[src/hw/rtl/mfl_pkg.sv]
package mfl_pkg;

   // Result codes.
   localparam logic [1:0] REASON_HEADER    = 2'd0;
   localparam logic [1:0] REASON_NO_PREFIX = 2'd1;
   localparam logic [1:0] REASON_MISSING   = 2'd2;
   localparam logic [1:0] REASON_BAD_DATE  = 2'd3;

   // Character classes used by the date templates.
   localparam logic [2:0] CLS_UPPER = 3'd0;
   localparam logic [2:0] CLS_LOWER = 3'd1;
   localparam logic [2:0] CLS_SPACE = 3'd2;
   localparam logic [2:0] CLS_DIGIT = 3'd3;
   localparam logic [2:0] CLS_OPT   = 3'd4;
   localparam logic [2:0] CLS_COLON = 3'd5;

   // Characters of interest.
   localparam logic [7:0] CHAR_NUL   = 8'h00;
   localparam logic [7:0] CHAR_TAB   = 8'h09;
   localparam logic [7:0] CHAR_SPACE = 8'h20;
   localparam logic [7:0] CHAR_QUOTE = 8'h22;
   localparam logic [7:0] CHAR_COLON = 8'h3A;

   // Date lengths of the two templates, and the saturation point.
   localparam logic [4:0] PLAIN_LEN = 5'd24;
   localparam logic [4:0] ZONED_LEN = 5'd28;
   localparam logic [4:0] DATE_SAT  = 5'd29;

   // Result word handed from the scanner to the output register.
   typedef struct packed {
      logic       is_header;
      logic [1:0] reason;
      logic       tty_seen;
   } mfl_result_type;

   function automatic logic is_blank(input logic [7:0] c);
      return (c == CHAR_SPACE) || (c == CHAR_TAB);
   endfunction

   function automatic logic is_digit(input logic [7:0] c);
      return (c >= "0") && (c <= "9");
   endfunction

   function automatic logic class_ok(input logic [2:0] k, input logic [7:0] c);
      logic ok;
      case (k)
         CLS_UPPER: ok = (c >= "A") && (c <= "Z");
         CLS_LOWER: ok = (c >= "a") && (c <= "z");
         CLS_SPACE: ok = (c == CHAR_SPACE);
         CLS_DIGIT: ok = is_digit(c);
         CLS_OPT:   ok = (c == CHAR_SPACE) || is_digit(c);
         default:   ok = (c == CHAR_COLON);
      endcase
      return ok;
   endfunction

   // Characters of the "From " prefix.
   function automatic logic [7:0] prefix_char(input logic [2:0] idx);
      logic [7:0] c;
      case (idx)
         3'd0:    c = "F";
         3'd1:    c = "r";
         3'd2:    c = "o";
         3'd3:    c = "m";
         default: c = CHAR_SPACE;
      endcase
      return c;
   endfunction

   // Characters of the "tty" word start.
   function automatic logic [7:0] tty_char(input logic [1:0] idx);
      logic [7:0] c;
      case (idx)
         2'd0:    c = "t";
         2'd1:    c = "t";
         default: c = "y";
      endcase
      return c;
   endfunction

   // Class of each position of the date templates. The two share their first
   // twenty positions; the zoned one carries a zone word before the year.
   function automatic logic [2:0] date_class(input logic [4:0] pos, input logic zoned);
      logic [2:0] k;
      case (pos)
         5'd0, 5'd4:                                k = CLS_UPPER;
         5'd1, 5'd2, 5'd5, 5'd6:                    k = CLS_LOWER;
         5'd3, 5'd7, 5'd10, 5'd19:                  k = CLS_SPACE;
         5'd8:                                      k = CLS_OPT;
         5'd13, 5'd16:                              k = CLS_COLON;
         5'd20, 5'd21, 5'd22:                       k = zoned ? CLS_UPPER : CLS_DIGIT;
         5'd23:                                     k = zoned ? CLS_SPACE : CLS_DIGIT;
         default:                                   k = CLS_DIGIT;
      endcase
      return k;
   endfunction

endpackage

[src/hw/rtl/mailbox_from_line_recognizer_top.sv]
// Mailbox header line recogniser: one text byte per word, verdict on the line-end word.
// Throughput: one word per cycle, set by the update of the scan state, unless a line end stalls.
// An accepted line-end word is held in the input register; its verdict then goes to the result register.
// Bytes move on while a result waits; only a second line end then stalls the input.
// Reset (synchronous, active high) empties both registers and returns the scan to
// the prefix check at position zero.
module mailbox_from_line_recognizer_top (
   input  logic       clock,
   input  logic       reset,
   input  logic       req_valid,
   output logic       req_stall,
   input  logic [7:0] req_ch,
   input  logic       req_line_end,
   output logic       rsp_valid,
   input  logic       rsp_stall,
   output logic       rsp_is_header,
   output logic [1:0] rsp_reason,
   output logic       rsp_tty_seen
);

   logic       in_valid_ff;
   logic [7:0] in_ch_ff;
   logic       in_end_ff;
   logic       rsp_valid_ff, rsp_valid_in;
   logic       rsp_free, advance;

   mfl_pkg::mfl_result_type scan_result;
   mfl_pkg::mfl_result_type rsp_ff;

   // The held word moves on unless it is a line end and the result register is full.
   assign rsp_free  = !rsp_valid_ff || !rsp_stall;
   assign advance   = in_valid_ff && (!in_end_ff || rsp_free);
   assign req_stall = in_valid_ff && !advance;

   // Input register.
   always_ff @(posedge clock) begin
      if (reset) begin
         in_valid_ff <= 1'b0;
      end else if (!req_stall) begin
         in_valid_ff <= req_valid;
      end
   end

   always_ff @(posedge clock) begin
      if (req_valid && !req_stall) begin
         in_ch_ff  <= req_ch;
         in_end_ff <= req_line_end;
      end
   end

   mfl_scan u_scan (
      .clock    (clock),
      .reset    (reset),
      .step     (advance),
      .ch       (in_ch_ff),
      .line_end (in_end_ff),
      .result   (scan_result)
   );

   // Result register.
   always_comb begin
      rsp_valid_in = rsp_valid_ff;
      if (advance && in_end_ff) begin
         rsp_valid_in = 1'b1;
      end else if (!rsp_stall) begin
         rsp_valid_in = 1'b0;
      end
   end

   always_ff @(posedge clock) begin
      if (reset) begin
         rsp_valid_ff <= 1'b0;
      end else begin
         rsp_valid_ff <= rsp_valid_in;
      end
   end

   always_ff @(posedge clock) begin
      if (advance && in_end_ff) begin
         rsp_ff <= scan_result;
      end
   end

   assign rsp_valid     = rsp_valid_ff;
   assign rsp_is_header = rsp_ff.is_header;
   assign rsp_reason    = rsp_ff.reason;
   assign rsp_tty_seen  = rsp_ff.tty_seen;

endmodule

[src/hw/rtl/mfl_scan.sv]
module mfl_scan (
   input  logic                    clock,
   input  logic                    reset,
   input  logic                    step,
   input  logic [7:0]              ch,
   input  logic                    line_end,
   output mfl_pkg::mfl_result_type result
);

   localparam logic [3:0] PH_PREFIX = 4'd0;
   localparam logic [3:0] PH_BLANK1 = 4'd1;
   localparam logic [3:0] PH_SENDER = 4'd2;
   localparam logic [3:0] PH_BLANK2 = 4'd3;
   localparam logic [3:0] PH_THIRD  = 4'd4;
   localparam logic [3:0] PH_TTYW   = 4'd5;
   localparam logic [3:0] PH_BLANK3 = 4'd6;
   localparam logic [3:0] PH_DATE   = 4'd7;
   localparam logic [3:0] PH_REJECT = 4'd8;

   logic [3:0] phase_ff, phase_in;
   logic [2:0] prefix_pos_ff, prefix_pos_in;
   logic [4:0] date_pos_ff, date_pos_in;
   logic       plain_ok_ff, plain_ok_in;
   logic       zoned_ok_ff, zoned_ok_in;
   logic       in_quote_ff, in_quote_in;
   logic [1:0] tty_cnt_ff, tty_cnt_in;
   logic       stopped_ff, stopped_in;

   logic [4:0] date_pos_fed;
   logic       plain_ok_fed, zoned_ok_fed;
   logic       word_done, quote_fed;
   logic       blank, tty_hit, date_good;

   // One date character checked against both templates.
   always_comb begin
      plain_ok_fed = plain_ok_ff && (date_pos_ff < mfl_pkg::PLAIN_LEN) &&
                     mfl_pkg::class_ok(mfl_pkg::date_class(date_pos_ff, 1'b0), ch);
      zoned_ok_fed = zoned_ok_ff && (date_pos_ff < mfl_pkg::ZONED_LEN) &&
                     mfl_pkg::class_ok(mfl_pkg::date_class(date_pos_ff, 1'b1), ch);
      date_pos_fed = (date_pos_ff < mfl_pkg::DATE_SAT) ? date_pos_ff + 5'd1 : date_pos_ff;
   end

   // Word scanning: a blank outside quotes ends the word.
   assign blank     = mfl_pkg::is_blank(ch);
   assign word_done = !in_quote_ff && blank;
   assign quote_fed = in_quote_ff ? (ch != mfl_pkg::CHAR_QUOTE) : (ch == mfl_pkg::CHAR_QUOTE);
   assign tty_hit   = (tty_cnt_ff != 2'd3) && (ch == mfl_pkg::tty_char(tty_cnt_ff));

   assign date_good = (plain_ok_ff && (date_pos_ff == mfl_pkg::PLAIN_LEN)) ||
                      (zoned_ok_ff && (date_pos_ff == mfl_pkg::ZONED_LEN));

   // Verdict for a line end, taken from the state left by the line.
   always_comb begin
      result.tty_seen = (tty_cnt_ff == 2'd3);
      case (phase_ff)
         PH_PREFIX, PH_REJECT: begin
            result.reason   = mfl_pkg::REASON_NO_PREFIX;
            result.tty_seen = 1'b0;
         end
         PH_THIRD, PH_DATE: begin
            result.reason = date_good ? mfl_pkg::REASON_HEADER : mfl_pkg::REASON_BAD_DATE;
         end
         default: begin
            result.reason = mfl_pkg::REASON_MISSING;
         end
      endcase
      result.is_header = (result.reason == mfl_pkg::REASON_HEADER);
   end

   // Next state for one word.
   always_comb begin
      phase_in      = phase_ff;
      prefix_pos_in = prefix_pos_ff;
      date_pos_in   = date_pos_ff;
      plain_ok_in   = plain_ok_ff;
      zoned_ok_in   = zoned_ok_ff;
      in_quote_in   = in_quote_ff;
      tty_cnt_in    = tty_cnt_ff;
      stopped_in    = stopped_ff;
      if (line_end) begin
         phase_in      = PH_PREFIX;
         prefix_pos_in = 3'd0;
         date_pos_in   = 5'd0;
         plain_ok_in   = 1'b1;
         zoned_ok_in   = 1'b1;
         in_quote_in   = 1'b0;
         tty_cnt_in    = 2'd0;
         stopped_in    = 1'b0;
      end else if (stopped_ff) begin
         // Text already ended; bytes are ignored until the line end.
         stopped_in = 1'b1;
      end else if (ch == mfl_pkg::CHAR_NUL) begin
         stopped_in = 1'b1;
      end else begin
         case (phase_ff)
            PH_PREFIX: begin
               if (ch == mfl_pkg::prefix_char(prefix_pos_ff)) begin
                  prefix_pos_in = prefix_pos_ff + 3'd1;
                  if (prefix_pos_ff == 3'd4) begin
                     phase_in = PH_BLANK1;
                  end
               end else begin
                  phase_in = PH_REJECT;
               end
            end
            PH_BLANK1: begin
               if (!blank) begin
                  phase_in    = PH_SENDER;
                  in_quote_in = quote_fed;
               end
            end
            PH_SENDER, PH_TTYW: begin
               if (word_done) begin
                  phase_in = (phase_ff == PH_SENDER) ? PH_BLANK2 : PH_BLANK3;
               end else begin
                  in_quote_in = quote_fed;
               end
            end
            PH_BLANK2, PH_THIRD: begin
               if (!blank || (phase_ff == PH_THIRD)) begin
                  date_pos_in = date_pos_fed;
                  plain_ok_in = plain_ok_fed;
                  zoned_ok_in = zoned_ok_fed;
                  if (tty_hit) begin
                     tty_cnt_in = tty_cnt_ff + 2'd1;
                     phase_in   = PH_THIRD;
                     // A complete tty start makes this word the tty word.
                     if (tty_cnt_ff == 2'd2) begin
                        date_pos_in = 5'd0;
                        plain_ok_in = 1'b1;
                        zoned_ok_in = 1'b1;
                        phase_in    = PH_TTYW;
                     end
                  end else begin
                     phase_in = PH_DATE;
                  end
               end
            end
            PH_BLANK3: begin
               if (!blank) begin
                  phase_in    = PH_DATE;
                  date_pos_in = date_pos_fed;
                  plain_ok_in = plain_ok_fed;
                  zoned_ok_in = zoned_ok_fed;
               end
            end
            PH_DATE: begin
               date_pos_in = date_pos_fed;
               plain_ok_in = plain_ok_fed;
               zoned_ok_in = zoned_ok_fed;
            end
            default: begin
               phase_in = phase_ff;
            end
         endcase
      end
   end

   // Scan state registers.
   always_ff @(posedge clock) begin
      if (reset) begin
         phase_ff      <= PH_PREFIX;
         prefix_pos_ff <= 3'd0;
         date_pos_ff   <= 5'd0;
         plain_ok_ff   <= 1'b1;
         zoned_ok_ff   <= 1'b1;
         in_quote_ff   <= 1'b0;
         tty_cnt_ff    <= 2'd0;
         stopped_ff    <= 1'b0;
      end else if (step) begin
         phase_ff      <= phase_in;
         prefix_pos_ff <= prefix_pos_in;
         date_pos_ff   <= date_pos_in;
         plain_ok_ff   <= plain_ok_in;
         zoned_ok_ff   <= zoned_ok_in;
         in_quote_ff   <= in_quote_in;
         tty_cnt_ff    <= tty_cnt_in;
         stopped_ff    <= stopped_in;
      end
   end

endmodule

[config.mk]
export PLATFORM = sky130hd
export DESIGN_NAME = mailbox_from_line_recognizer_top
export DESIGN_NICKNAME = d
export VERILOG_FILES = /design/src/hw/rtl/mfl_pkg.sv /design/src/hw/rtl/mailbox_from_line_recognizer_top.sv /design/src/hw/rtl/mfl_scan.sv
export SDC_FILE = /design/constraint.sdc
export NUM_CORES = 1
export LEC_CHECK = 0
export ABC_AREA = 1
export BUFFER_PORTS_ARGS = -buffer_cell sky130_fd_sc_hd__buf_2
export CAP_MARGIN = 25
export CELL_PAD_IN_SITES_DETAIL_PLACEMENT = 0
export CELL_PAD_IN_SITES_GLOBAL_PLACEMENT = 1
export CORE_MARGIN = 1
export CORE_UTILIZATION = 33
export CTS_BUF_LIST = sky130_fd_sc_hd__clkbuf_16
export DETAILED_ROUTE_END_ITERATION = 8
export PLACE_DENSITY = 0.7
export SYNTH_ARGS = -nofsm -noshare
export SYNTH_HDL_FRONTEND = slang
export SYNTH_SLANG_ARGS = --single-unit
[constraint.sdc]
create_clock -name clock -period 6.8 [get_ports clock]
set_input_delay 0.68 -clock clock [delete_from_list [all_inputs] [get_ports clock]]
set_output_delay 0.68 -clock clock [all_outputs]
set_load 0.005 [all_outputs]
==> results_dict.tcl, run 1 <==
set metrics [dict create \
    layout-drive-gt1-share 0.169 \
    crit_path_end_kind "flip-flop" \
    grt_use_total 0.157 \
    tritoncts "done" \
    ys_types 39 \
    nFillCells 881 \
    grt_pass1_wl_um 10700 \
    clockPowerShare 0.326 \
    die_y_um 92.7 \
    io_pins 19 \
    synth_edf_count 13 \
    postLayoutCellArea_mm2 0.00305 \
    reg2reg_from "in_end_ff$_DFFE_PP_" \
    syn_area_mm2 0.00272 \
    yosysMostFrequentCell "nand2_1" \
    cellPowerDensity_mw_per_mm2 219 \
    syn_inst 392 \
    power_frac_seq 0.416 \
    status "completed" \
    clkTransAtPathRegs_ns 0.05 \
    r2r_cells 15 \
    p_total_uw 667 \
    start_util 0.346 \
    vias 2427 \
    grt_max_degree 14 \
    ctsHoldBuffers 0 \
    ys_top_cells_by_count "nand2_1 (89), nor2_1 (55), inv_1 (47)" \
    synthFlopType "dfxtp_1" \
    ys_ff_latch 38 \
    area_growth_pct 12.2 \
    fin_skew_ns 0.00476 \
    post-cts-setup-buffer-count 0 \
    synth_nets 420 \
    setup.worst_path.start_class "flip-flop" \
    ant_nets 0 \
    pwr-share-comb 0.258 \
    clock_latency_ns 0.27 \
    ys_warn_count 0 \
    viasPerCell 4.70 \
    yosysSeqAreaShare 0.328 \
    holdCritPathClass "reg2reg" \
    timing.final.crit_share 0.437 \
    critPathLaunch "in_end_ff$_DFFE_PP_" \
    synth_area_leaders "dfxtp_1 (18%), edfxtp_1 (14%), nand2_1 (12%), nor2_1 (7.6%), ha_1 (6.9%)" \
    fin_setup_tns_ns 0 \
    postLayoutCoreUtil 0.388 \
    first_pass_iters 4 \
    cts_buffer_depth 2 \
    avgSynthCellArea_um2 6.93 \
    drtIter0Drc 108 \
    max-cap-violations 0 \
    critPathKind "reg2reg" \
    rsz0062_at_grt "no" \
    arrival_ns 3.14 \
    routed_wl_um 6330 \
    setup_violations 0 \
    synth_top_area_frac 0.184 \
    io_buffer_count 18 \
    clock.fmax_mhz 337 \
    final_net_count 441 \
    clkSinkCount 38 \
    dp_hpwl_um 5090 \
    die_x_um 92.7 \
    htreeDepth 2 \
    numCtsBuffers 5 \
    maxSlewViolCount 0 \
    core_region_area_mm2 0.00785 \
    grt-ovfl-total 0 \
    leakagePower_uw 0.00148 \
    placed_area_mm2 0.00291 \
    post_cts_resized 0 \
    min_period_ns 2.97 \
    cp_max_fo 13 \
    gp_congestion 0.844 \
    cts-root-buf "clkbuf_16" \
    worstPathRequired_ns 6.96 \
    switchingPower_uw 218 \
    routedWlPerCell_um 12.3 \
    diodes 0 \
    vdd_drop_max_v 0.000103 \
    row_count 32 \
    slew_headroom 0.371 \
    async_flop_share 0 \
    grt_pass1_vias 2336 \
    timing_hold_violations_final 0 \
    yosysTopAreaCell "dfxtp_1" \
    grt_antenna_before_repair 0 \
    tightest_slew_ns 0.940 \
    r2r_slack_ns 3.83 \
    p_int_uw 449 \
    die_area_mm2 0.00859 \
    post-route-drc-count 0 \
    swShare 0.327 \
]
-- through the flow --
stage	hold slack (ns)	worst slack [ns]	std cells
after floorplan	0.417	4.39	392
after global placement	0.433	3.86	508
after detailed placement	0.439	3.77	508
after CTS	0.458	3.83	516
after global routing	0.478	3.43	516
final	0.454	3.83	516
-- worst min path at each step --
stage / start / endpoint / slack (ns) / cells after the start
final: u_scan.plain_ok_ff$_SDFFE_PP1N_ / u_scan.plain_ok_ff$_SDFFE_PP1N_ / 0.45 / 2
after global routing: u_scan.plain_ok_ff$_SDFFE_PP1N_ / u_scan.plain_ok_ff$_SDFFE_PP1N_ / 0.48 / 2
after CTS: u_scan.in_quote_ff$_SDFFE_PP0P_ / u_scan.in_quote_ff$_SDFFE_PP0P_ / 0.46 / 1
after detailed placement: u_scan.plain_ok_ff$_SDFFE_PP1N_ / u_scan.plain_ok_ff$_SDFFE_PP1N_ / 0.44 / 2
after global placement: u_scan.plain_ok_ff$_SDFFE_PP1N_ / u_scan.plain_ok_ff$_SDFFE_PP1N_ / 0.43 / 2
after floorplan: u_scan.plain_ok_ff$_SDFFE_PP1N_ / u_scan.plain_ok_ff$_SDFFE_PP1N_ / 0.42 / 2
-- logic make-up after synthesis --
kind of cell,count (synthesis),synth area share
compound gates,48,0.105
fa+ha+maj,15,0.0691
buf+inv,63,0.0908
simple gates,222,0.388
flops,38,0.328
xor+xnor,6,0.0194
-- cell type report --
class | count | area (µm²) | share of cell area
multi-input combinational | 291 | 1580 | 0.518
sequential | 38 | 891 | 0.292
inverter | 59 | 223 | 0.0731
tap | 102 | 128 | 0.0419
clock buffer | 5 | 125 | 0.0411
timing repair buffer | 18 | 90.1 | 0.0296
clock inverter | 3 | 12.5 | 0.00411
-- worst max-delay path, stage by stage, from the launching register on --
cell      delay (ns)
edfxtp_1        0.61
nand3_1         0.18
nand2_1         0.08
inv_1           0.07
nand2_1         0.11
nand2_4         0.17
nand2_2         0.08
nor2_2          0.41
nand2_1         0.18
o211ai_1        0.36
ha_1            0.26
inv_1           0.05
nand2_1         0.09
nand3_1         0.09
nand3_2         0.08
nand2_1         0.05
-- placed cells by master (no fill, tap or decap), types with 3 or more instances in the layout --
cell type / n
a211oi_1: 3
a21oi_1: 17
buf_2: 18
clkbuf_16: 5
dfxtp_1: 25
edfxtp_1: 13
ha_1: 15
inv_1: 48
inv_2: 11
nand2_1: 89
nand2_2: 16
nand3_1: 31
nand3_2: 5
nand4_1: 6
nor2_1: 55
nor3_1: 3
o211ai_1: 4
o21ai_0: 18
xor2_1: 6
-- per-layer routing --
metal	vias to the layer above	wire (µm)	track usage
met4	0	30	0.0359
met5	-	0	0
li1	1299	-	-
met2	29	2910	0.267
met3	2	188	0.0246
met1	1097	3200	0.208
-- power by group through the flow --
stage	registers [µW]	logic [µW]	clock network [µW]
after global routing	281	197	235
after floorplan	276	138	0
after detailed placement	282	171	0
after global placement	282	172	0
after CTS	277	172	226
final	278	172	218
Power figures use the tool's default switching activity.
==> run 2: changes to the inputs <==
--- a/config.mk
+++ b/config.mk
@@ -5,7 +5,7 @@
 export SDC_FILE = /design/constraint.sdc
 export NUM_CORES = 1
 export LEC_CHECK = 0
-export ABC_AREA = 1
+export ABC_AREA = 0
 export BUFFER_PORTS_ARGS = -buffer_cell sky130_fd_sc_hd__buf_2
 export CAP_MARGIN = 25
 export CELL_PAD_IN_SITES_DETAIL_PLACEMENT = 0
==> constraint.sdc (replaced) <==
create_clock -name clock -period 2.5 [get_ports clock]
set_input_delay 0.25 -clock clock [delete_from_list [all_inputs] [get_ports clock]]
set_output_delay 0.25 -clock clock [all_outputs]
set_load 0.005 [all_outputs]
==> run 2 against run 1 <==
Against the previous run:
- the flow now finishes with violations (setup timing)
- flip-flop and latch count unchanged
- cell count down 9.1%
- sequential power up 140%
- highest routed layer unchanged
==> results_dict.tcl, run 2 <==
set metrics [dict create \
    p_int_uw 1210 \
    max_stage_delay_ns 0.46 \
    routedWlPerCell_um 15.6 \
    mostFrequentLayoutCell "buf_4" \
    cts_buffer_depth 2 \
    cp_slowest_cell "a2111o_1" \
    ant_nets 0 \
    fin_ws_ns -0.169 \
    arrival_ns 2.88 \
    leakagePower_uw 0.00136 \
    clkTransAtPathRegs_ns 0.06 \
    post-route-drc-count 0 \
    grt_max_degree 16 \
    grt_pass1_wl_um 11800 \
    grt_use_total 0.178 \
    maxSlewViolCount 0 \
    r2r_cells 8 \
    grt_antenna_before_repair 0 \
    rsz0062_at_grt "yes" \
    status "finished, violations left" \
    holdPathStages 1 \
    ys_ff_latch 38 \
    clkSinkCount 38 \
    syn_inst 310 \
    worstPathRequired_ns 2.71 \
    pwr-share-comb 0.109 \
    area_growth_pct 31.4 \
    synth_top_area_frac 0.190 \
    viasPerCell 5.39 \
    setup_violations 6 \
    drtIter0Drc 137 \
    clockPowerShare 0.467 \
    syn_area_mm2 0.00263 \
    yosysMostFrequentCell "dfxtp_1" \
    cp_top_family "compound AO/OA/AOI/OAI gates" \
    ys_warn_count 0 \
    gp_congestion 0.831 \
    detailedPlace.worstSlack_ns -0.170 \
    min_period_ns 2.67 \
    crit_buf_inv 0 \
    start_util 0.340 \
    fin_skew_ns 0.00559 \
    cp_max_fo 5 \
    critPathKind "reg2reg" \
    final_net_count 394 \
    violations "setup timing" \
    routed_wl_um 7320 \
    grt_pass1_vias 2427 \
    grt-ovfl-total 0 \
    dp_hpwl_um 5480 \
    swShare 0.242 \
    max-cap-violations 0 \
    switchingPower_uw 385 \
    tritoncts "done" \
    nFillCells 759 \
    postLayoutCoreUtil 0.447 \
    layout-drive-gt1-share 0.308 \
    timing_hold_violations_final 0 \
    cellPowerDensity_mw_per_mm2 461 \
    power_frac_seq 0.424 \
    timing.final.crit_share 1.07 \
    p_total_uw 1590 \
    row_count 32 \
    synth_area_leaders "dfxtp_1 (19%), edfxtp_1 (15%), ha_1 (7.1%), a21oi_1 (3.6%), nor2_1 (3.1%)" \
    ys_top_cells_by_count "dfxtp_1 (25), nor2_1 (22), a21oi_1 (19), nand2_1 (19), inv_1 (18)" \
    async_flop_share 0 \
    synth_edf_count 13 \
    io_buffer_count 18 \
    synthFlopType "dfxtp_1" \
    holdCritPathClass "in2reg" \
    avgSynthCellArea_um2 8.48 \
    die_area_mm2 0.00833 \
    vias 2528 \
    ys_types 66 \
    crit_chain "or3b_1 -> a2111o_1 -> o2111a_2 -> o211ai_1 -> a21boi_4 -> ha_2 -> or3_1 -> a31oi_1" \
    setup.worst_path.start_class "flip-flop" \
    diodes 0 \
    clock.fmax_mhz 375 \
    htreeDepth 2 \
    io_pins 19 \
    core_region_area_mm2 0.00773 \
    yosysSeqAreaShare 0.339 \
    yosysTopAreaCell "dfxtp_1" \
    numCtsBuffers 5 \
    tightest_slew_ns 0.452 \
    first_pass_iters 4 \
    crit_path_end_kind "flip-flop" \
    crit_cells 8 \
    die_x_um 91.3 \
    die_y_um 91.3 \
    cts-root-buf "clkbuf_16" \
    final_cell_mix "buf_4 (45), dfxtp_1 (23), nor2_1 (22)" \
    clock_latency_ns 0.29 \
    slew_headroom 0.695 \
    synth_nets 338 \
    vdd_drop_max_v 0.000237 \
]
## run 2: final cells by class
type,count,area (µm²),share of cell area
multi-input combinational,237,1750,0.506
sequential,38,893,0.259
timing repair buffer,64,439,0.127
tap,102,128,0.0369
clock buffer,5,125,0.0362
inverter,20,75.1,0.0217
clock inverter,3,45.0,0.0130
## run 2: metrics by stage
| step | TNS (ns) | cell area, µm² | hold slack (ns) | instances |
|---|---|---|---|---|
| 3_3_place_gp | -0.273 | 3160 | 0.427 | 458 |
| 2_1_floorplan | -0.879 | 2680 | 0.349 | 310 |
| 5_1_grt | -1.81 | 3450 | 0.126 | 469 |
| 6_report | -0.888 | 3450 | 0.133 | 469 |
| 4_1_cts | -0.868 | 3350 | 0.130 | 468 |
| 3_5_place_dp | -0.760 | 3160 | 0.429 | 458 |
## run 2: logic make-up after synthesis
kind of cell | share of synthesized area
flops | 0.339
simple gates | 0.280
mux | 0.0157
xor+xnor | 0.00666
compound gates | 0.235
buf+inv | 0.0528
fa+ha+maj | 0.0714
## run 2: what timing repair did
| action | CTS | global route |
|---|---|---|
| hold buffers | 0 | 0 |
| resized for setup | 3 | 22 |
| setup endpoints to repair | 8 | 13 |
| pin swaps | 2 | 6 |
| setup buffers | 2 | 2 |
## run 2: power by group through the flow
| stage | Clock (µW) | Combinational (µW) | Sequential, µW |
|---|---|---|---|
| after floorplan | 0 | 94.7 | 682 |
| after global placement | 0 | 156 | 687 |
| after detailed placement | 0 | 158 | 687 |
| after CTS | 755 | 162 | 674 |
| after global routing | 784 | 189 | 676 |
| final | 744 | 174 | 674 |
## run 2: worst paths after layout
check	startpoint	end	slack [ns]
min	req_line_end	in_end_ff$_DFFE_PP_	0.13
min reg2reg	u_scan.zoned_ok_ff$_SDFFE_PP1N_	u_scan.zoned_ok_ff$_SDFFE_PP1N_	0.47
max	in_ch_ff[3]$_DFFE_PP_	flip-flop	-0.17
max reg2reg	in_ch_ff[3]$_DFFE_PP_	flip-flop	-0.17
## run 2: worst register-to-register path, stage by stage, from the launching register on
cell and delay [ns]:
edfxtp_1 0.38, or3b_1 0.38, a2111o_1 0.46, o2111a_2 0.35, o211ai_1 0.18, a21boi_4 0.11, ha_2 0.19, or3_1 0.36
a31oi_1 0.17
## run 2: routing by layer
metal	up-vias	track usage	wire length [µm]
met4	0	0.0542	120
met1	1201	0.238	3390
met2	53	0.292	3600
met5	-	0	0
li1	1264	-	-
met3	10	0.0318	217
